<file path="config.mk">
export PLATFORM = sky130hd
export DESIGN_NAME = swm_cell
export DESIGN_NICKNAME = d
export VERILOG_FILES = /design/src/hw/rtl/swm_pkg.sv /design/src/hw/rtl/swm_cell.sv
export SDC_FILE = /design/constraint.sdc
export NUM_CORES = 1
export LEC_CHECK = 0
export BUFFER_PORTS_ARGS = -buffer_cell sky130_fd_sc_hd__buf_2
export CAP_MARGIN = 20
export CELL_PAD_IN_SITES_DETAIL_PLACEMENT = 1
export CELL_PAD_IN_SITES_GLOBAL_PLACEMENT = 2
export CORE_ASPECT_RATIO = 1.5
export CORE_UTILIZATION = 27
export DETAILED_ROUTE_END_ITERATION = 8
export PLACE_DENSITY_LB_ADDON = 0.1
export SLEW_MARGIN = 20
export SYNTH_ARGS = -nofsm -noshare
export SYNTH_HDL_FRONTEND = slang
export SYNTH_SLANG_ARGS = --single-unit
</file>
<file path="constraint.sdc">
create_clock -name clk -period 5.08 [get_ports clk]
set_clock_uncertainty 0.2 [all_clocks]
set_input_delay 1.27 -clock clk [delete_from_list [all_inputs] [get_ports clk]]
set_output_delay 1.27 -clock clk [all_outputs]
set_load 0.02 [all_outputs]
</file>
<file path="src/hw/rtl/swm_pkg.sv">
`timescale 1ns / 1ps

package swm_pkg;

  localparam int MAX_WINDOW  = 32;
  localparam int SAMPLE_BITS = 32;

  // Window length register and its derived widths
  localparam int CFG_W  = 6;
  localparam int LEN_W  = $clog2(MAX_WINDOW + 1);
  localparam int AGE_W  = (MAX_WINDOW > 1) ? $clog2(MAX_WINDOW) : 1;
  localparam int IDX_W  = AGE_W;

  // APB register map
  localparam int PADDR_W = 3;
  localparam int PDATA_W = 32;
  localparam logic [PADDR_W-3:0] REG_WINDOW_LEN = '0;
  localparam logic [CFG_W-1:0]   WINDOW_LEN_RESET = CFG_W'(3);

  // What one cell shows its neighbors
  typedef struct packed {
    logic signed [SAMPLE_BITS-1:0] value;
    logic [AGE_W-1:0]              age;
    logic                          valid;
    logic                          le;     // valid and value <= incoming sample
  } swm_tap_t;

  // Broadcast control from the top level to every cell
  typedef struct packed {
    logic             step;
    logic             clear;
    logic             full;
    logic [AGE_W-1:0] oldest_age;
  } swm_ctl_t;

  localparam swm_tap_t TAP_BELOW_FIRST = '{value: '0, age: '0, valid: 1'b1, le: 1'b1};
  localparam swm_tap_t TAP_ABOVE_LAST  = '{value: '0, age: '0, valid: 1'b0, le: 1'b0};

endpackage

</file>
<file path="src/hw/rtl/swm_cell.sv">
`timescale 1ns / 1ps

module swm_cell import swm_pkg::*; (
  input  logic                          clk,
  input  logic                          rst,
  input  swm_ctl_t                      ctl,
  input  logic signed [SAMPLE_BITS-1:0] sample,
  input  logic                          shift_self,
  input  logic                          shift_low,
  input  swm_tap_t                      up,
  input  swm_tap_t                      down,
  output swm_tap_t                      tap,
  output logic                          evict
);

  logic signed [SAMPLE_BITS-1:0] value;
  logic [AGE_W-1:0]              age;
  logic                          valid;

  swm_tap_t                      prim;
  swm_tap_t                      lowr;
  logic signed [SAMPLE_BITS-1:0] value_next;
  logic [AGE_W-1:0]              age_next;
  logic                          valid_next;

  assign tap.value = value;
  assign tap.age   = age;
  assign tap.valid = valid;
  assign tap.le    = valid && (value <= sample);

  assign evict = valid && ctl.full && (age == ctl.oldest_age);

  // Close the gap left by the evicted entry, then slot the new sample in
  always_comb begin
    prim = shift_self ? up : tap;
    lowr = shift_low ? tap : down;
    if (prim.le) begin
      value_next = prim.value;
      age_next   = prim.age + AGE_W'(1);
      valid_next = 1'b1;
    end else if (lowr.le) begin
      value_next = sample;
      age_next   = '0;
      valid_next = 1'b1;
    end else begin
      value_next = lowr.value;
      age_next   = lowr.age + AGE_W'(1);
      valid_next = lowr.valid;
    end
  end

  always_ff @(posedge clk) begin
    if (rst) begin
      valid <= 1'b0;
    end else if (ctl.clear) begin
      valid <= 1'b0;
    end else if (ctl.step) begin
      valid <= valid_next;
    end
  end

  always_ff @(posedge clk) begin
    if (ctl.step) begin
      value <= value_next;
      age   <= age_next;
    end
  end

endmodule
</file>
Word-level counts from Yosys, hierarchy flattened --
Index checks and enable logic that the tools add are counted.
Word-level totals: bits of input ports 122, register bits after elaboration 38, word-level logic and storage cells 23
Operators by class: equal/unequal tests 3, reductions and logical operators 6, magnitude comparators 1, muxes and demuxes 8, add/sub/neg operators 2
Operators with widths (number):
- two-way mux 39 bit | 2
- two-way mux 32 bit | 2
- <= comparator 32 bit | 1
- adder 5 x 1 -> 5 bit (second input constant) | 2
- two-way mux 5 bit | 2
- equality test 5 bit | 1
- logical AND 1 bit | 3
- != test 3 x 1 -> 1 bit (second input constant) | 1
- AND reduction 3 bit | 1
- two-way mux 1 bit | 2
- != test 2 bit (second input constant) | 1
- AND reduction 2 bit | 1
- OR reduction 2 bit | 1

Longest topological paths before layout --
Gate-level depths: netlist of the first run.
depth after elaboration 6, depth in mapped cells 10, gate-level depth less buffers 9

Worst setup path before layout of the first run --
OpenSTA, ideal clock, no wires.
path kind input port to output port, start input sample[29], end output tap[0] (netlist name), stages 8, data required time 3.610 ns, slack 0.724 ns, arrival time 2.886 ns, cell sequence inv_1 ha_1 a21o_1 a211o_1 a2111oi_2 a31o_1 o211ai_1 inv_1
RTL lines:
- start, declared | RTL line swm_cell.sv:7 | input logic signed [SAMPLE_BITS-1:0] sample,
- end, declared | RTL line swm_cell.sv:12 | output swm_tap_t tap,

==> results.json, run 1 <==
{
  "syn_to_final_growth_pct": 31.68,
  "grt_antenna_before_repair": 1,
  "synth_top_cell_by_area": "edfxtp_1",
  "p_clk_share_pct": 30.6,
  "slew_viol_final": 0,
  "switching_power_w": 0.0002918,
  "insertion_delay_ns": 0.28,
  "wire_per_inst_um": 16.74,
  "utilization_pct": 36.54,
  "grt_overflow_total": 0,
  "h-tree-depth": 2,
  "cts_buffer_depth": 2,
  "max-slew-margin-rel_pct": 30.31,
  "drt_first_pass_iters": 4,
  "r2r.worst_path.cells": 8,
  "worst_pin_slew_ns": 1.045,
  "grt_pass1_vias": 3267,
  "postCtsSetupRepairBufs": 0,
  "status": "complete, no violations",
  "cts.clk_slew.worst_paths_ns": 0.06,
  "grt_start_max_net_pins": 44,
  "grt_pass1_wl_um": 16190,
  "min_period_ns": 4.709,
  "die_w_um": 90.66,
  "synthCells": 309,
  "core_um2": 11470,
  "pin_count": 162,
  "cts-resized-gates": 0,
  "endpoint_kind": "output pin",
  "yosysMostFrequentCell": "inv_1",
  "cts_tree": "yes",
  "die_h_um": 135.0,
  "critPathKind": "input pin to output pin",
  "critPathMaxFanout": 4,
  "rsz0062_at_grt": "false",
  "cts_sinks": 38,
  "worst_ep_arrival_time_ns": 3.24,
  "synthArstFlopShare_pct": 0,
  "critPathLaunchType": "input pin",
  "cell_internal_pwr_w": 0.0006747,
  "drt_iter0_markers": 62,
  "finalHoldViolCount": 0,
  "synth.top_cell.area_share_pct": 34.91,
  "gp_congestion": 0.7689,
  "seq_area_frac_synth_pct": 35.53,
  "drv_cap": 0,
  "track_usage_pct": 16.92,
  "synthesis.area_um2": 3183,
  "cts-root-buf": "clkbuf_16",
  "ant_nets": 0,
  "core.rowCount": 48,
  "setup_viol": 0,
  "period_share_pct": 92.71,
  "drive_gt1_share_pct": 40.04,
  "synth-warning-count": 0,
  "synth_ff_type": "edfxtp_1",
  "numCtsBuffers": 5,
  "synth_nets": 465,
  "synth-seq-cells": 38,
  "ctsHoldBuffers": 0,
  "drt-vias-per-instance": 4.972,
  "avgSynthCellArea_um2": 10.30,
  "critPathRequiredTime_ns": 3.61,
  "hold_depth": 3,
  "synthTopCellsByArea": "edfxtp_1, ha_1, a221o_1",
  "fmax_mhz": 212.3,
  "vias": 3048,
  "drc_errors": 0,
  "port_buffers": 160,
  "routed_wirelength_um": 10260,
  "leakagePower_nw": 2.196,
  "ir_drop_mv": 0.1106,
  "post-dp-hpwl_um": 8123,
  "swShare_pct": 30.19,
  "ys_types": 54,
  "layout.nets": 619,
  "hold_class": "flip-flop to flip-flop",
  "p_per_area_nw_per_um2": 230.6,
  "synth_commonest_cells": "inv_1, edfxtp_1, ha_1",
  "start_util_pct": 27.75,
  "nFillCells": 1379,
  "synth_edf_count": 37,
  "setup_tns_ns": 0,
  "die-area_um2": 12240,
  "p_seq_share_pct": 40.6,
  "pwr-share-comb_pct": 28.8
}
sequential cells by signal, indices dropped and copies added (netlist names):
register  cells
valid         1
age           5
value        32
stage by stage:
stage                     power [W]  hold slack [ns]  worst slack [ns]  instances  cell area [um^2]
after floorplan           0.0005706           0.4047            0.7242        309              3183
after global placement    0.0006781           0.4886            0.3504        606              4060
after detailed placement  0.0006838           0.4979            0.3261        606              4060
after CTS                 0.0009929           0.5070            0.3246        612              4189
after global routing       0.001027           0.5375            0.1823        612              4189
final                     0.0009665           0.5007            0.3705        613              4192
cells by family (layout without fill, tap and decap cells):
kind of cell | count (synthesis) | after routing | synth area share [%]
DFF | 38 | 38 | 35.53
muxes | 10 | 10 | 3.263
adders and majority gates | 34 | 34 | 13.36
other | 0 | 1 | 0
and+or+nand+nor | 80 | 80 | 15.25
buffers and inverters | 59 | 212 | 9.434
AOI/OAI and AO/OA | 80 | 80 | 20.95
xor gates and xnor gates | 8 | 8 | 2.201
critical path, cell delays in order:
cell and delay, ns:
buf_2 0.08, inv_1 0.04, ha_1 0.31, a21o_1 0.19, a211o_1 0.34, a2111oi_2 0.31, a31o_1 0.26, o211ai_1 0.18
inv_1 0.09, buf_2 0.16
path summary, 6_finish.rpt:
path                    from         to  slack (ns)
setup / recovery  sample[29]     tap[0]        0.37
hold / removal         valid      valid        0.50
setup reg to reg   value[29]  value[14]        1.55
hold reg to reg        valid      valid        0.50
cells in the final DEF (no fill, tap or decap), types with 5 or more instances in the layout:
cell type,Yosys,routed
edfxtp_1,37,37
inv_1,42,42
nor2_1,5,5
xor2_1,6,6
mux2i_1,7,7
ha_1,34,34
a221o_1,30,30
nand2_1,19,19
a21oi_1,15,15
and3_1,32,32
buf_2,1,160
o21ai_0,8,8
clkbuf_16,0,5
layer usage:
layer  GRT usage [%]  vias to the layer above  wire length (um)
li1                -                     1493                 -
met1           18.37                     1450              3912
met2           32.83                       96              5637
met3           2.928                        9               566
met4           5.197                        0               145
met5               0                        -                 0
power groups by stage:
stage                     clock network [W]  registers, W  logic [W]
after floorplan                           0      0.000422   0.000149
after global placement                    0      0.000399   0.000279
after detailed placement                  0      0.000400   0.000284
after CTS                          0.000314      0.000393   0.000286
after global routing               0.000317      0.000396   0.000314
final                              0.000296      0.000392   0.000279
layout make-up:
type                    instances  area [um^2]  area share, %
multi-input cells             212         1753          41.82
flip-flops and latches         38         1131          26.98
repair buffers                164        830.8          19.82
well taps                     150        187.7          4.478
inverters                      42        157.7          3.761
clock buffers                   5        125.1          2.985
clock inverters                 1        3.754        0.08955
diodes                          1        2.502        0.05970
(Power assumes the default switching activity.)
==> run 2: changes to the inputs <==
--- a/config.mk
+++ b/config.mk
@@ -10,7 +10,7 @@
 export CELL_PAD_IN_SITES_DETAIL_PLACEMENT = 1
 export CELL_PAD_IN_SITES_GLOBAL_PLACEMENT = 2
 export CORE_ASPECT_RATIO = 1.5
-export CORE_UTILIZATION = 27
+export CORE_UTILIZATION = 24
 export DETAILED_ROUTE_END_ITERATION = 8
 export PLACE_DENSITY_LB_ADDON = 0.1
 export SLEW_MARGIN = 20
==> constraint.sdc (replaced) <==
create_clock -name clk -period 4 [get_ports clk]
set_clock_uncertainty 0.2 [all_clocks]
set_input_delay 1 -clock clk [delete_from_list [all_inputs] [get_ports clk]]
set_output_delay 1 -clock clk [all_outputs]
set_load 0.02 [all_outputs]
==> run 2 against run 1 <==
  * Clock power is 29% higher
  * Worst setup slack worse by 0.31 ns
  * Routed wire length is 5.0% higher
  * Cell area is 12% higher
  * Sequential share of layout area is 3.0 points lower
  * Critical path depth stayed put
==> results.json, run 2 (synthesized netlist as in run 1, its figures left out) <==
{
  "die_h_um": 143.0,
  "h-tree-depth": 2,
  "cts_sinks": 38,
  "drt_first_pass_iters": 4,
  "slew_viol_final": 0,
  "total_power_w": 0.001303,
  "vias": 3122,
  "holdCritStartpoint": "valid",
  "whs_endpoint": "valid",
  "largest_reg_flops": 32,
  "min_period_ns": 3.936,
  "endpoint_kind": "output pin",
  "grt_pass1_wl_um": 16190,
  "critPathMaxFanout": 2,
  "placed_area_um2": 4274,
  "multi_input_area_um2": 1964,
  "fin_ws_ns": 0.06389,
  "worst_pin_slew_ns": 0.4832,
  "timing.rr.start": "value[29]",
  "gp_congestion": 0.7274,
  "status": "complete, no violations",
  "fmax_mhz": 254.1,
  "utilization_pct": 36.37,
  "start_util_pct": 24.57,
  "cts_tree": "yes",
  "drv_cap": 0,
  "hold_depth": 3,
  "drt_iter0_markers": 43,
  "grt_pass1_vias": 3298,
  "pre_cts_ws_ns": -0.1311,
  "die-area_um2": 13740,
  "port_buffers": 160,
  "worst_ep_arrival_time_ns": 2.74,
  "critPathLaunchType": "input pin",
  "track_usage_pct": 15.62,
  "ir_drop_mv": 0.1175,
  "grt_overflow_total": 0,
  "drc_errors": 0,
  "core_um2": 12950,
  "finalHoldViolCount": 0,
  "final_cell_mix": "buf_2, edfxtp_1, inv_1, and3_1, a221o_1",
  "syn_to_final_growth_pct": 48.00,
  "core.rowCount": 51,
  "largest-register": "value",
  "max-slew-margin-rel_pct": 67.78,
  "r2r.worst_path.cells": 10,
  "insertion_delay_ns": 0.28,
  "critPathRequiredTime_ns": 2.80,
  "hold_class": "flip-flop to flip-flop",
  "nFillCells": 1543,
  "leakagePower_nw": 2.319,
  "regToRegSetupSlack_ns": 0.71,
  "die_w_um": 96.03,
  "p_per_area_nw_per_um2": 276.5,
  "top_regs": "value: 32 flops, age: 5 flops, valid: 1 flops",
  "r2r_end": "value[1]",
  "post-dp-hpwl_um": 8537,
  "pin_count": 162,
  "ctsHoldBuffers": 0,
  "layout_commonest_cell": "buf_2",
  "numCtsBuffers": 5,
  "seq_area_um2": 1131,
  "drt-vias-per-instance": 4.863,
  "cts-root-buf": "clkbuf_16",
  "drive_gt1_share_pct": 48.13,
  "grt_antenna_before_repair": 1,
  "grt_start_max_net_pins": 35,
  "wire_per_inst_um": 16.78,
  "cts_buffer_depth": 2,
  "layout.nets": 638,
  "critPathKind": "input pin to output pin",
  "cts.clk_slew.worst_paths_ns": 0.06,
  "rsz0062_at_grt": "true",
  "period_share_pct": 98.40,
  "routed_wirelength_um": 10770,
  "setup_tns_ns": 0,
  "setup_viol": 0,
  "fin_area_um2": 4711,
  "ant_nets": 0
}
-- run 2: changes by cell type in the layout (fill, tap and decap cells not counted), sizes merged --
cell / before / now
clkbuf: 5 / 7
buf: 164 / 183
clkinv: 1 / 0
-- run 2: timing repair --
item,CTS,global route
pin swaps,11,19
buffers inserted,1,1
resized for setup,8,39
setup endpoints to repair,1,1
-- run 2: worst max-delay path by stage --
stage	startpoint	end	slack, ns	cells past startpoint
floorplan	sample[29]	tap[0]	0.18	8
global placement	sample[29]	tap[0]	-0.15	10
detailed placement	sample[29]	tap[0]	-0.13	10
CTS	sample[22]	tap[0]	0.003	10
global route	sample[10]	tap[0]	-0.05	11
finish	sample[29]	tap[0]	0.06	10
-- run 2: stage by stage --
stage	hold WS, ns	instances
2_1_floorplan	0.4047	309
3_3_place_gp	0.4991	632
3_5_place_dp	0.5123	632
4_1_cts	0.5218	640
5_1_grt	0.5430	641
6_report	0.5097	642
-- run 2: power breakdown --
part | switching, W | internal, W | leakage [nW]
Clock | 0.000154 | 0.000228 | 0.0640
Sequential | 0.0000263 | 0.000477 | 0.377
Combinational | 0.000214 | 0.000204 | 1.88
Total | 0.000394 | 0.000909 | 2.32
-- run 2: cell type report --
cell class	instances	area share, %
multi-input combinational	212	41.70
inverter	42	3.506
tap	159	4.223
clock buffer	7	2.815
timing repair buffer	183	23.69
sequential	38	24.01
antenna	1	0.05312
-- run 2: critical path: stages --
cell and delay (ns):
buf_8 0.10, inv_4 0.05, ha_4 0.20, a21o_1 0.16, a211o_1 0.34, a2111oi_2 0.29, a31o_1 0.24, o211ai_1 0.14
inv_1 0.10, buf_6 0.12
-- run 2: metal layers --
layer | wire, um | part of all wire [%] | vias to the layer above | track usage (%)
li1 | - | - | 1534 | -
met1 | 4121 | 38 | 1496 | 16.89
met4 | 112 | 1.0 | 0 | 3.771
met5 | 0 | 0 | - | 0
met2 | 6024 | 56 | 86 | 30.42
met3 | 514 | 4.8 | 6 | 2.556
==> run 3: changes to the inputs <==
--- a/config.mk
+++ b/config.mk
@@ -7,7 +7,7 @@
 export LEC_CHECK = 0
 export BUFFER_PORTS_ARGS = -buffer_cell sky130_fd_sc_hd__buf_2
 export CAP_MARGIN = 20
-export CELL_PAD_IN_SITES_DETAIL_PLACEMENT = 1
+export CELL_PAD_IN_SITES_DETAIL_PLACEMENT = 2
 export CELL_PAD_IN_SITES_GLOBAL_PLACEMENT = 2
 export CORE_ASPECT_RATIO = 1.5
 export CORE_UTILIZATION = 24
==> constraint.sdc (replaced) <==
create_clock -name clk -period 4 [get_ports clk]
set_clock_uncertainty 0.2 [all_clocks]
set_input_delay 0.4 -clock clk [delete_from_list [all_inputs] [get_ports clk]]
set_output_delay 0.4 -clock clk [all_outputs]
set_load 0.02 [all_outputs]
==> run 3 against run 2 <==
  * Final cell count is 2.6% lower
  * Critical path type is now flip-flop to flip-flop
  * Sequential power hardly changed
  * Core utilization is 3.9 points lower
  * Global-route usage is 1.5 points higher
  * Highest routed layer unchanged
  * Register-to-register slack worse by 0.32 ns
  * Hold slack worse by 0.36 ns
  * Non-clock buffer count is 19 lower
==> results.json, run 3 (synthesized netlist as in run 1, its figures left out) <==
{
  "top_regs": "value: 32 flops, age: 5 flops, valid: 1 flops",
  "layout.cells.non_filler": 625,
  "seq_area_um2": 1131,
  "r2r.worst_path.cells": 8,
  "critPathKind": "flip-flop to flip-flop",
  "cts_tree": "yes",
  "r2r_end": "value[17]",
  "grt_pass1_vias": 3478,
  "holdCritStartpoint": "rst",
  "cts_sinks": 38,
  "worst_pin_slew_ns": 1.068,
  "vias": 3107,
  "cts.clk_slew.worst_paths_ns": 0.06,
  "timing.rr.start": "value[14]",
  "grt_start_max_net_pins": 44,
  "endpoint_kind": "flip-flop",
  "grt_overflow_total": 0,
  "largest-register": "value",
  "regToRegSetupSlack_ns": 0.39,
  "grt_pass1_wl_um": 17600,
  "cts-root-buf": "clkbuf_16",
  "start_util_pct": 24.57,
  "h-tree-depth": 2,
  "period_share_pct": 90.20,
  "syn_to_final_growth_pct": 32.31,
  "worst_ep_arrival_time_ns": 3.55,
  "setup_viol": 0,
  "track_usage_pct": 17.09,
  "cp_cell_sequence": "ha_1 > nand4_1 > nor4_1 > o21ai_0 > a31o_1 > o2111a_4 > o22ai_4 > a221o_1",
  "routed_wirelength_um": 11540,
  "critPathRequiredTime_ns": 3.94,
  "drive_gt1_share_pct": 39.96,
  "gp_congestion": 0.7138,
  "fmax_mhz": 277.2,
  "setup.worst_path.start": "value[14]",
  "multi_input_area_um2": 1753,
  "drt_iter0_markers": 45,
  "numCtsBuffers": 5,
  "cpPeakStageDelay_ns": 0.81,
  "finalHoldViolCount": 0,
  "cp_slowest_cell": "o22ai_4",
  "max-slew-margin-rel_pct": 28.80,
  "port_buffers": 160,
  "min_period_ns": 3.608,
  "status": "complete, no violations",
  "placed_cells": 615,
  "final_cell_mix": "buf_2, inv_1, edfxtp_1, ha_1, and3_1",
  "die_w_um": 96.03,
  "drt-vias-per-instance": 4.971,
  "core_um2": 12950,
  "ir_drop_mv": 0.1573,
  "endpoint": "value[17]",
  "ctsHoldBuffers": 0,
  "postCtsSetupRepairBufs": 0,
  "cts_buffer_depth": 2,
  "core.rowCount": 51,
  "drt_first_pass_iters": 4,
  "rsz0062_at_grt": "false",
  "cts-resized-gates": 0,
  "critPathMaxFanout": 32,
  "grt_antenna_before_repair": 2,
  "critPathLaunchType": "flip-flop",
  "setup_tns_ns": 0,
  "layout.nets": 619,
  "p_per_area_nw_per_um2": 296.8,
  "post-dp-hpwl_um": 9031,
  "hold_class": "input pin to flip-flop",
  "drv_cap": 0,
  "layout_commonest_cell": "buf_2",
  "die-area_um2": 13740,
  "pin_count": 162,
  "slew_viol_final": 0,
  "largest_reg_flops": 32,
  "leakagePower_nw": 2.197,
  "insertion_delay_ns": 0.28,
  "nFillCells": 1528,
  "ant_nets": 0,
  "wire_per_inst_um": 18.47,
  "drc_errors": 0,
  "die_h_um": 143.0
}
[run 3: cell types whose count changed in the layout (fill, tap and decap cells not counted), sizes merged]
| cell | change |
|---|---|
| diode | +2 |
| buf | -19 |
[run 3: area by class of cell]
type / instances / share of cell area (%)
inverters: 42 / 3.743
multi-input cells: 212 / 41.62
diodes: 3 / 0.1783
repair buffers: 164 / 19.73
clock buffers: 7 / 3.149
flip-flops and latches: 38 / 26.86
well taps: 159 / 4.724
[run 3: worst min path at each step]
stage	endpoint	slack [ns]	cells after the start
floorplan	valid	0.30	1
global placement	valid	0.44	3
detailed placement	valid	0.45	3
CTS	valid	0.14	3
global route	valid	0.16	3
finish	valid	0.15	3
[run 3: power breakdown]
group	internal (W)	switching (W)	total, W
Combinational	0.000159	0.000201	0.000359
Clock	0.000229	0.000161	0.000390
Sequential	0.000477	0.0000241	0.000501
Total	0.000864	0.000386	0.00125
[run 3: worst max-delay path, delay by kind of cell, from the launching register on]
family | cells | cell delay [ns]
simple gates | 2 | 0.59
fa+ha+maj | 1 | 0.35
compound gates | 5 | 1.91
flops | 1 | 0.40
[run 3: routing by layer]
layer	track usage, %	wire, um
met3	2.662	519
met5	0	0
met2	33.74	6615
met1	17.75	4272
met4	5.106	134
[run 3: stage by stage]
stage | setup WS (ns) | utilization [%] | hold WS [ns] | cell area (um^2) | power [W]
global route | 0.09968 | 32.47 | 0.1562 | 4207 | 0.001327
detailed placement | 0.1810 | 31.43 | 0.4511 | 4071 | 0.0008772
global placement | 0.2933 | 31.43 | 0.4432 | 4071 | 0.0008651
finish | 0.3919 | 32.51 | 0.1518 | 4212 | 0.001250
CTS | 0.2818 | 32.45 | 0.1446 | 4204 | 0.001278
floorplan | 0.5099 | - | 0.2980 | 3183 | 0.0007246
